File: src/hdl/dwg_pkg.sv
// Shared types, constants and tables for the DDS waveform DAC generator.
package dwg_pkg;

	localparam int INDEX_BITS = 12;
	localparam int PHASE_BITS = 32;
	localparam int QBITS      = INDEX_BITS - 2;
	localparam int T_SHIFT    = 30 - QBITS;
	localparam int T_W        = 31;
	localparam int CFG_DATA_W = 32;
	localparam int CFG_IDX_W  = 3;
	localparam int STEP_BITS  = (PHASE_BITS < CFG_DATA_W) ? PHASE_BITS : CFG_DATA_W;

	localparam int AMP_W      = 14;
	localparam int MID_W      = 12;
	localparam int GAIN_W     = 16;
	localparam int TGT_W      = 15;
	localparam int ACC_W      = 34;
	localparam int MB_W       = 32;
	localparam int PROD_W     = ACC_W + MB_W;
	localparam int CODE_W     = 12;
	localparam int WORD_W     = 16;
	localparam int PIDX_W     = 12;

	localparam int                      HORNER_STEPS = 5;
	localparam int                      COEF_IDX_W   = 3;
	localparam logic signed [ACC_W-1:0] HORNER_COEF [HORNER_STEPS + 1] = '{
		ACC_W'(-3864),
		ACC_W'(172272),
		ACC_W'(-5026995),
		ACC_W'(85569306),
		ACC_W'(-693598668),
		ACC_W'(1686629713)
	};

	localparam logic [WORD_W-1:0] DAC_CTRL   = 16'h3000;
	localparam logic [CODE_W-1:0] CODE_MAX   = 12'hFFF;
	localparam logic [MID_W-1:0]  MID_RESET  = 12'd2011;
	localparam logic [GAIN_W-1:0] GPOS_RESET = 16'd25944;
	localparam logic [GAIN_W-1:0] GNEG_RESET = 16'd27536;

	typedef enum logic [1:0] {
		MODE_DC,
		MODE_SINE,
		MODE_SAW,
		MODE_SQUARE
	} wave_mode_t;

	typedef enum logic [CFG_IDX_W-1:0] {
		REG_WAVE_MODE,
		REG_PHASE_STEP,
		REG_AMPLITUDE,
		REG_MID_CODE,
		REG_GAIN_POS,
		REG_GAIN_NEG
	} reg_idx_t;

	typedef enum logic [2:0] {
		MUL_NONE,
		MUL_TT,
		MUL_ACC_T2,
		MUL_ACC_T,
		MUL_ACC_AMP,
		MUL_AMP_SAW,
		MUL_TGT_GAIN
	} mul_sel_t;

	typedef enum logic [3:0] {
		POST_NONE,
		POST_T2,
		POST_HORNER,
		POST_SINE,
		POST_TGT_SINE,
		POST_TGT_SAW,
		POST_TGT_DC,
		POST_TGT_SQUARE,
		POST_OUT
	} post_t;

	typedef struct packed {
		wave_mode_t               wave_mode;
		logic [STEP_BITS-1:0]     phase_step;
		logic signed [AMP_W-1:0]  amplitude_mv;
		logic [MID_W-1:0]         mid_code;
		logic [GAIN_W-1:0]        gain_pos;
		logic [GAIN_W-1:0]        gain_neg;
	} cfg_t;

	typedef struct packed {
		logic                  accept;
		mul_sel_t              mul_sel;
		post_t                 post;
		logic [COEF_IDX_W-1:0] coef_sel;
	} cmd_t;

endpackage

File: src/hdl/dwg_cfg_regs.sv
// Configuration register file for the DDS waveform DAC generator.
module dwg_cfg_regs
	import dwg_pkg::*;
(
	input  logic                  clk,
	input  logic                  arst_n,
	input  logic                  cfg_valid,
	output logic                  cfg_ready,
	input  logic [CFG_IDX_W-1:0]  cfg_index,
	input  logic [CFG_DATA_W-1:0] cfg_data,
	output cfg_t                  cfg
);

	cfg_t cfg_q;

	assign cfg_ready = 1'b1;
	assign cfg       = cfg_q;

	always_ff @(posedge clk or negedge arst_n) begin
		if (!arst_n) begin
			cfg_q.wave_mode    <= MODE_DC;
			cfg_q.phase_step   <= '0;
			cfg_q.amplitude_mv <= '0;
			cfg_q.mid_code     <= MID_RESET;
			cfg_q.gain_pos     <= GPOS_RESET;
			cfg_q.gain_neg     <= GNEG_RESET;
		end else if (cfg_valid && cfg_ready) begin
			case (reg_idx_t'(cfg_index))
				REG_WAVE_MODE:  cfg_q.wave_mode    <= wave_mode_t'(cfg_data[1:0]);
				REG_PHASE_STEP: cfg_q.phase_step   <= cfg_data[STEP_BITS-1:0];
				REG_AMPLITUDE:  cfg_q.amplitude_mv <= $signed(cfg_data[AMP_W-1:0]);
				REG_MID_CODE:   cfg_q.mid_code     <= cfg_data[MID_W-1:0];
				REG_GAIN_POS:   cfg_q.gain_pos     <= cfg_data[GAIN_W-1:0];
				REG_GAIN_NEG:   cfg_q.gain_neg     <= cfg_data[GAIN_W-1:0];
				default: ;
			endcase
		end
	end

endmodule

File: src/hdl/dwg_ctrl.sv
// Controller that sequences the shared multiplier for each sample.
module dwg_ctrl
	import dwg_pkg::*;
(
	input  logic       clk,
	input  logic       arst_n,
	input  wave_mode_t wave_mode,
	input  logic       in_valid,
	output logic       in_ready,
	output logic       out_valid,
	input  logic       out_ready,
	output cmd_t       cmd
);

	typedef enum logic [3:0] {
		S_IDLE,
		S_T2_MUL,
		S_T2_POST,
		S_H_MUL,
		S_H_POST,
		S_F_MUL,
		S_F_POST,
		S_A_MUL,
		S_A_POST,
		S_TGT,
		S_G_MUL,
		S_G_POST
	} state_t;

	state_t                state_q;
	logic [COEF_IDX_W-1:0] cnt_q;
	logic                  out_valid_q;
	logic                  out_free;

	assign in_ready  = (state_q == S_IDLE);
	assign out_valid = out_valid_q;
	assign out_free  = !out_valid_q || out_ready;

	always_comb begin
		cmd.accept   = in_valid && in_ready;
		cmd.mul_sel  = MUL_NONE;
		cmd.post     = POST_NONE;
		cmd.coef_sel = cnt_q;
		case (state_q)
			S_T2_MUL:  cmd.mul_sel = MUL_TT;
			S_T2_POST: cmd.post    = POST_T2;
			S_H_MUL:   cmd.mul_sel = MUL_ACC_T2;
			S_H_POST:  cmd.post    = POST_HORNER;
			S_F_MUL:   cmd.mul_sel = MUL_ACC_T;
			S_F_POST:  cmd.post    = POST_SINE;
			S_A_MUL:   cmd.mul_sel = (wave_mode == MODE_SINE) ? MUL_ACC_AMP : MUL_AMP_SAW;
			S_A_POST:  cmd.post    = (wave_mode == MODE_SINE) ? POST_TGT_SINE : POST_TGT_SAW;
			S_TGT:     cmd.post    = (wave_mode == MODE_SQUARE) ? POST_TGT_SQUARE : POST_TGT_DC;
			S_G_MUL:   cmd.mul_sel = MUL_TGT_GAIN;
			S_G_POST:  cmd.post    = out_free ? POST_OUT : POST_NONE;
			default: ;
		endcase
	end

	always_ff @(posedge clk or negedge arst_n) begin
		if (!arst_n) begin
			state_q     <= S_IDLE;
			cnt_q       <= '0;
			out_valid_q <= 1'b0;
		end else begin
			if (out_valid_q && out_ready) begin
				out_valid_q <= 1'b0;
			end
			case (state_q)
				S_IDLE: begin
					if (in_valid) begin
						case (wave_mode)
							MODE_SINE: state_q <= S_T2_MUL;
							MODE_SAW:  state_q <= S_A_MUL;
							default:   state_q <= S_TGT;
						endcase
					end
				end
				S_T2_MUL:  state_q <= S_T2_POST;
				S_T2_POST: begin
					cnt_q   <= COEF_IDX_W'(1);
					state_q <= S_H_MUL;
				end
				S_H_MUL:   state_q <= S_H_POST;
				S_H_POST: begin
					if (cnt_q == COEF_IDX_W'(HORNER_STEPS)) begin
						state_q <= S_F_MUL;
					end else begin
						cnt_q   <= cnt_q + COEF_IDX_W'(1);
						state_q <= S_H_MUL;
					end
				end
				S_F_MUL:   state_q <= S_F_POST;
				S_F_POST:  state_q <= S_A_MUL;
				S_A_MUL:   state_q <= S_A_POST;
				S_A_POST:  state_q <= S_G_MUL;
				S_TGT:     state_q <= S_G_MUL;
				S_G_MUL:   state_q <= S_G_POST;
				S_G_POST: begin
					if (out_free) begin
						out_valid_q <= 1'b1;
						state_q     <= S_IDLE;
					end
				end
				default:   state_q <= S_IDLE;
			endcase
		end
	end

endmodule

File: src/hdl/dwg_datapath.sv
// Datapath: phase accumulator, shared multiplier, sine polynomial and DAC code stage.
module dwg_datapath
	import dwg_pkg::*;
(
	input  logic                clk,
	input  logic                arst_n,
	input  cfg_t                cfg,
	input  cmd_t                cmd,
	input  logic                advance,
	output logic [WORD_W-1:0]   dac_word,
	output logic [PIDX_W-1:0]   phase_index,
	output logic                clipped
);

	localparam logic [INDEX_BITS-1:0]    HALF      = INDEX_BITS'(1) << (INDEX_BITS - 1);
	localparam logic [QBITS:0]           QUARTER   = (QBITS + 1)'(1) << QBITS;
	localparam logic signed [PROD_W-1:0] Q30_BIAS  = PROD_W'((64'sd1 <<< 30) - 64'sd1);
	localparam logic signed [ACC_W-1:0]  RND_Q15   = ACC_W'(16384);
	localparam logic signed [ACC_W-1:0]  SINE_MAX  = ACC_W'(32767);
	localparam int                       RAW_W     = 17;

	logic [PHASE_BITS-1:0]        phase_acc_q;
	logic signed [PROD_W-1:0]     prod_q;
	logic signed [ACC_W-1:0]      acc_q;
	logic signed [MB_W-1:0]       t2_q;
	logic signed [TGT_W-1:0]      target_q;
	logic [WORD_W-1:0]            dac_word_q;
	logic [PIDX_W-1:0]            phase_index_q;
	logic                         clipped_q;

	logic [INDEX_BITS-1:0]        idx;
	logic [1:0]                   quad;
	logic [QBITS:0]               pos;
	logic [T_W-1:0]               t;
	logic signed [ACC_W-1:0]      mul_a;
	logic signed [MB_W-1:0]       mul_b;
	logic signed [PROD_W-1:0]     mul_p;
	logic signed [ACC_W-1:0]      prod_q30;
	logic signed [ACC_W-1:0]      sine_rnd;
	logic signed [ACC_W-1:0]      sine_val;
	logic signed [TGT_W-1:0]      amp_t;
	logic signed [INDEX_BITS:0]   saw_w;
	logic signed [TGT_W:0]        off;
	logic signed [RAW_W-1:0]      raw;
	logic [CODE_W-1:0]            code;
	logic                         clip;

	function automatic logic signed [ACC_W-1:0] trunc_q30(input logic signed [PROD_W-1:0] p);
		logic signed [PROD_W-1:0] bias;
		logic signed [PROD_W-1:0] sh;
		bias = '0;
		if (p[PROD_W-1]) begin
			bias = Q30_BIAS;
		end
		sh = (p + bias) >>> 30;
		return sh[ACC_W-1:0];
	endfunction

	function automatic logic signed [PROD_W-1:0] round_shift(
		input logic signed [PROD_W-1:0] v,
		input int unsigned              s
	);
		logic [PROD_W-1:0] mag;
		logic [PROD_W-1:0] r;
		mag = v[PROD_W-1] ? PROD_W'(-v) : PROD_W'(v);
		r   = (mag + (PROD_W'(1) << (s - 1))) >> s;
		return v[PROD_W-1] ? -$signed(r) : $signed(r);
	endfunction

	assign idx   = phase_acc_q[PHASE_BITS-1 -: INDEX_BITS];
	assign quad  = idx[INDEX_BITS-1 -: 2];
	assign pos   = quad[0] ? (QUARTER - {1'b0, idx[QBITS-1:0]}) : {1'b0, idx[QBITS-1:0]};
	assign t     = {pos, {T_SHIFT{1'b0}}};
	assign amp_t = TGT_W'(cfg.amplitude_mv);
	assign saw_w = $signed({1'b0, HALF}) - $signed({1'b0, idx});

	always_comb begin
		mul_a = '0;
		mul_b = '0;
		case (cmd.mul_sel)
			MUL_TT: begin
				mul_a = ACC_W'($signed({1'b0, t}));
				mul_b = $signed({1'b0, t});
			end
			MUL_ACC_T2: begin
				mul_a = acc_q;
				mul_b = t2_q;
			end
			MUL_ACC_T: begin
				mul_a = acc_q;
				mul_b = $signed({1'b0, t});
			end
			MUL_ACC_AMP: begin
				mul_a = acc_q;
				mul_b = MB_W'(cfg.amplitude_mv);
			end
			MUL_AMP_SAW: begin
				mul_a = ACC_W'(cfg.amplitude_mv);
				mul_b = MB_W'(saw_w);
			end
			MUL_TGT_GAIN: begin
				mul_a = ACC_W'(target_q);
				mul_b = target_q[TGT_W-1] ? MB_W'($signed({1'b0, cfg.gain_neg}))
				                          : MB_W'($signed({1'b0, cfg.gain_pos}));
			end
			default: ;
		endcase
	end

	assign mul_p    = mul_a * mul_b;
	assign prod_q30 = trunc_q30(prod_q);

	always_comb begin
		sine_rnd = prod_q30[ACC_W-1] ? RND_Q15 : ((prod_q30 + RND_Q15) >>> 15);
		if (prod_q30[ACC_W-1]) begin
			sine_rnd = '0;
		end
		if (sine_rnd > SINE_MAX) begin
			sine_rnd = SINE_MAX;
		end
		sine_val = quad[1] ? -sine_rnd : sine_rnd;
	end

	always_comb begin
		off  = (TGT_W + 1)'(round_shift(prod_q, 16));
		raw  = RAW_W'($signed({1'b0, cfg.mid_code})) - RAW_W'(off);
		clip = 1'b0;
		code = raw[CODE_W-1:0];
		if (raw[RAW_W-1]) begin
			code = '0;
			clip = 1'b1;
		end else if (raw > RAW_W'($signed({1'b0, CODE_MAX}))) begin
			code = CODE_MAX;
			clip = 1'b1;
		end
	end

	always_ff @(posedge clk or negedge arst_n) begin
		if (!arst_n) begin
			phase_acc_q <= '0;
		end else if (cmd.accept && advance) begin
			phase_acc_q <= phase_acc_q + PHASE_BITS'(cfg.phase_step);
		end
	end

	always_ff @(posedge clk) begin
		if (cmd.mul_sel != MUL_NONE) begin
			prod_q <= mul_p;
		end
		case (cmd.post)
			POST_T2: begin
				t2_q  <= MB_W'(prod_q30);
				acc_q <= HORNER_COEF[0];
			end
			POST_HORNER:     acc_q    <= HORNER_COEF[cmd.coef_sel] + prod_q30;
			POST_SINE:       acc_q    <= sine_val;
			POST_TGT_SINE:   target_q <= TGT_W'(round_shift(prod_q, 15));
			POST_TGT_SAW:    target_q <= TGT_W'(round_shift(prod_q, INDEX_BITS - 1));
			POST_TGT_DC:     target_q <= amp_t;
			POST_TGT_SQUARE: target_q <= idx[INDEX_BITS-1] ? -amp_t : amp_t;
			POST_OUT: begin
				dac_word_q    <= DAC_CTRL | WORD_W'(code);
				phase_index_q <= PIDX_W'(idx);
				clipped_q     <= clip;
			end
			default: ;
		endcase
	end

	assign dac_word    = dac_word_q;
	assign phase_index = phase_index_q;
	assign clipped     = clipped_q;

endmodule

File: src/hdl/dds_waveform_dac_generator_unit.sv
// Top level of the DDS waveform DAC generator.
//
//   channel  handshake               payload
//   input    in_valid / in_ready     advance
//   output   out_valid / out_ready   dac_word, phase_index, clipped
//   config   cfg_valid / cfg_ready   cfg_index, cfg_data
//
// Each sample runs in turn through the single shared multiplier: every product
// is registered before use; dc and square need only the gain product, sawtooth
// adds the amplitude product, and the sine polynomial needs seven products first.
// The result register lets the next transfer in while a sample waits; a stalled
// output holds the finished sample in its last step until out_ready.
// Reset clears the phase accumulator and loads the register defaults; no clearing pass.
module dds_waveform_dac_generator_unit
	import dwg_pkg::*;
(
	input  logic                  clk,
	input  logic                  arst_n,
	input  logic                  cfg_valid,
	output logic                  cfg_ready,
	input  logic [CFG_IDX_W-1:0]  cfg_index,
	input  logic [CFG_DATA_W-1:0] cfg_data,
	input  logic                  in_valid,
	output logic                  in_ready,
	input  logic                  advance,
	output logic                  out_valid,
	input  logic                  out_ready,
	output logic [WORD_W-1:0]     dac_word,
	output logic [PIDX_W-1:0]     phase_index,
	output logic                  clipped
);

	cfg_t cfg;
	cmd_t cmd;

	dwg_cfg_regs u_cfg (
		.clk       (clk),
		.arst_n    (arst_n),
		.cfg_valid (cfg_valid),
		.cfg_ready (cfg_ready),
		.cfg_index (cfg_index),
		.cfg_data  (cfg_data),
		.cfg       (cfg)
	);

	dwg_ctrl u_ctrl (
		.clk       (clk),
		.arst_n    (arst_n),
		.wave_mode (cfg.wave_mode),
		.in_valid  (in_valid),
		.in_ready  (in_ready),
		.out_valid (out_valid),
		.out_ready (out_ready),
		.cmd       (cmd)
	);

	dwg_datapath u_dp (
		.clk         (clk),
		.arst_n      (arst_n),
		.cfg         (cfg),
		.cmd         (cmd),
		.advance     (advance),
		.dac_word    (dac_word),
		.phase_index (phase_index),
		.clipped     (clipped)
	);

endmodule
File: config.mk
export PLATFORM = sky130hd
export DESIGN_NAME = dds_waveform_dac_generator_unit
export DESIGN_NICKNAME = d
export VERILOG_FILES = /design/src/hdl/dwg_pkg.sv /design/src/hdl/dwg_cfg_regs.sv /design/src/hdl/dwg_ctrl.sv /design/src/hdl/dwg_datapath.sv /design/src/hdl/dds_waveform_dac_generator_unit.sv
export SDC_FILE = /design/constraint.sdc
export NUM_CORES = 2
export LEC_CHECK = 0
export BUFFER_PORTS_ARGS = -buffer_cell sky130_fd_sc_hd__buf_2
export CORE_MARGIN = 2
export CORE_UTILIZATION = 41
export CTS_CLUSTER_DIAMETER = 120
export DETAILED_ROUTE_END_ITERATION = 8
export REMOVE_ABC_BUFFERS = 1
export SLEW_MARGIN = 25
export SYNTH_ARGS = -nofsm -noshare
export SYNTH_HDL_FRONTEND = slang
export SYNTH_SLANG_ARGS = --single-unit
File: constraint.sdc
create_clock -name clk -period 10.1 [get_ports clk]
set_clock_uncertainty 0.05 [all_clocks]
set_input_delay 2.02 -clock clk [delete_from_list [all_inputs] [get_ports clk]]
set_output_delay 2.02 -clock clk [all_outputs]
set_load 0.02 [all_outputs]
==> reports/results.tsv <==
stage	metric	value	unit
synth	syn_area_per_cell	9.05	um2
synth	synth-seq-cells	303	
final_layout	drive_gt1_frac	0.162	
route	wl_per_cell	22.3	um
global_routing	grt_pass1_vias	50200	
route	ant_nets	0	
global_routing	antenna_found_initial	5	
die	die_h	385	um
synth	ys_warn_count	0	
setup_path	worstSetupPathType	register to register	
clocking	clk_pin_slew	60	ps
synth	yosysTopAreaCellShare	0.385	
clocking	ctsHoldBuffers	0	
setup_path	cp.required	10340	ps
min_path	holdCritPathClass	register to register	
setup_path	worst_setup_path_start_kind	register	
clocking	root_buffer	clkbuf_16	
timing	worstMarginPinSlew	1040	ps
die	core_area	0.144	mm2
final_layout	antenna_cells	0	
die	die-area	0.148	mm2
timing	fin_ws	-57.3	ps
die	io_pins	73	
setup_path	critical_path_arrival	10400	ps
outcome	status	finished with violations	
clocking	clkLatencyLatePin	580	ps
setup_path	end_kind	register	
timing	post-route-period-util	1.01	
placement	portBuffers	67	
route	drc	0	
timing	hold_viol_final	0	
final_layout	fin_area	0.0691	mm2
synth	synth_cell_types	100	
placement	dp_hpwl	168000	um
clocking	cts_buffer_depth	3	
setup_path	cpMostUsedCell	fa_1	
timing	slew_headroom	0.308	
clocking	htreeDepth	2	
die	fp.dieW	385	um
global_routing	grt_pass1_wl	306000	um
placement	gp_congestion	1.00	
synth	synthTopCellsByArea	fa_1, edfxtp_1, inv_1	
synth	synth_edf_count	171	
synth	synth_area_leader_cell	fa_1	
timing	fin_setup_tns	-57.3	ps
global_routing	grt_max_degree	85	
placement	placed_area	0.0662	mm2
route	vias_per_cell	5.42	
synth	syn_inst	6586	
timing	finalSetupViolations	1	
synth	syn_area	0.0596	mm2
setup_path	crit_slowest_cell	fa_1	
die	start_util	0.414	
global_routing	overflow	0	
synth	synth_flop_cell	edfxtp_1	
placement	dpl_worst_slack	-890	ps
die	rows	139	
timing	layout_min_cycle_time	10160	ps
synth	synthArstFlopShare	0.436	
clocking	cts_buffers	36	
synth	ys_seq_area_frac	0.142	
global_routing	grt_usage	0.273	
setup_path	cpPeakStageDelay	550	ps
route	dr.pass1.iters	6	
final_layout	area_delta_synth_final	15.9	%
clocking	cts_tree	done	
timing	fmax	0.0985	GHz
outcome	violations	negative setup slack	
route	wirelength	200000	um
run	max-cap-violations	0	
route	num_vias	48500	
timing	drv_slew	0	
timing	rsz0062_at_grt	yes	
final_layout	fin_nets	8522	
route	first_iter_violations	4050	
setup_path	crit_fanout	7	
clocking	clock_sinks	303	
-- placed cells by master, fill, tap and decap left out, types with 33 or more instances in the layout --
master	instances
nor3_1	55
buf_12	53
buf_4	535
buf_2	66
ha_1	301
fa_2	40
clkbuf_16	41
xnor2_1	196
nor2_1	572
mux2_2	99
buf_6	33
dfrtp_1	109
fa_1	1105
nand3_1	66
and2_1	42
a21o_1	69
o21ai_0	189
xor2_1	93
nand2b_1	48
nand2_1	944
a21oi_1	188
edfxtp_1	171
inv_1	1198
-- layout make-up --
| type | count | area, um2 |
|---|---|---|
| Clock buffer | 49 | 1060 |
| Inverter | 1233 | 4630 |
| Timing Repair Buffer | 690 | 5830 |
| Multi-Input combinational cell | 4755 | 46500 |
| Tap cell | 1903 | 2380 |
| Sequential cell | 303 | 8470 |
| Fill cell | 13700 | 74900 |
| Clock inverter | 16 | 173 |
-- through the flow --
stage                     cells  utilization  hold WS (ps)
final                      8949        0.480           439
after global routing       8949        0.480           470
after CTS                  8930        0.475           440
after detailed placement   8813        0.460           427
after global placement     8813        0.460           417
after floorplan            6291            -           403
-- critical path, delay by kind of cell (launching register included) --
family | cells | cell delay, ps
buffers and inverters | 7 | 890
adders and majority gates | 11 | 4710
AOI/OAI and AO/OA | 12 | 1960
xor gates and xnor gates | 1 | 150
DFF | 1 | 410
and+or+nand+nor | 9 | 1680
-- cell families (layout without fill, tap and decap cells) --
group	Yosys count	after routing	share of synthesized area
buffers and inverters	1531	1988	0.0972
adders and majority gates	1462	1462	0.451
xor gates and xnor gates	294	294	0.0433
AOI/OAI and AO/OA	877	877	0.0993
DFF	303	303	0.142
and+or+nand+nor	1994	1994	0.144
muxes	123	123	0.0227
other	2	5	0.000126
-- timing repair --
item	in CTS	in global routing
buffers inserted	54	21
pin swaps	93	126
setup endpoints to repair	22	26
gates resized for setup	129	139
cloned	0	0
-- worst paths after layout --
| check | cells after the start | startpoint | to | slack, ps |
|---|---|---|---|---|
| max | 40 | u_dp.phase_acc_q[21]$_DFFE_PN0P_ | u_dp.prod_q[61]$_DFFE_PP_ | -60 |
| min | 2 | u_dp.phase_acc_q[16]$_DFFE_PN0P_ | u_dp.phase_acc_q[16]$_DFFE_PN0P_ | 440 |
| max reg2reg | 40 | u_dp.phase_acc_q[21]$_DFFE_PN0P_ | u_dp.prod_q[61]$_DFFE_PP_ | -60 |
| min reg2reg | 2 | u_dp.phase_acc_q[16]$_DFFE_PN0P_ | u_dp.phase_acc_q[16]$_DFFE_PN0P_ | 440 |
| max in group asynchronous | 2 | arst_n | u_cfg.cfg[23]$_DFFE_PN0P_ | 7290 |
| min in group asynchronous | 1 | arst_n | u_cfg.cfg[85]$_DFFE_PN0P_ | 1370 |
-- cells in the mapped netlist, types with 30 or more instances --
master    number
a211oi_1      33
a21o_1        70
a21oi_1      202
a221oi_1      30
and2_1        43
clkbuf_1     261
dfrtp_1      109
edfxtp_1     171
fa_1        1145
ha_1         317
inv_1       1230
mux2_2        99
nand2_1      953
nand2b_1      50
nand3_1       70
nand4_1       32
nor2_1       585
nor3_1        65
o211ai_1      32
o21ai_0      202
or3_1         38
xnor2_1      200
xor2_1        93
-- flip-flops by register name, summed over array words and instances, names as in the netlist --
name	flops
u_dp.prod_q	65
u_dp.target_q	15
u_dp.clipped	1
u_dp.dac_word	12
u_dp.phase_index	12
u_dp.t2_q	32
u_ctrl.cnt_q	3
u_ctrl.state_q	4
u_dp.phase_acc_q	32
u_cfg.cfg	92
u_dp.acc_q	34
u_ctrl.out_valid	1
-- layer usage --
| layer | global-route usage | share of wire | up-vias |
|---|---|---|---|
| met1 | 0.360 | 0.41 | 24800 |
| met2 | 0.454 | 0.47 | 1686 |
| met5 | 0 | 0.00014 | - |
| li1 | - | - | 21600 |
| met3 | 0.0347 | 0.062 | 409 |
| met4 | 0.110 | 0.050 | 4 |
Power is left out: the tool's default activity adds up to more than one toggle a clock period on the data nets, which glitch-free logic cannot reach.
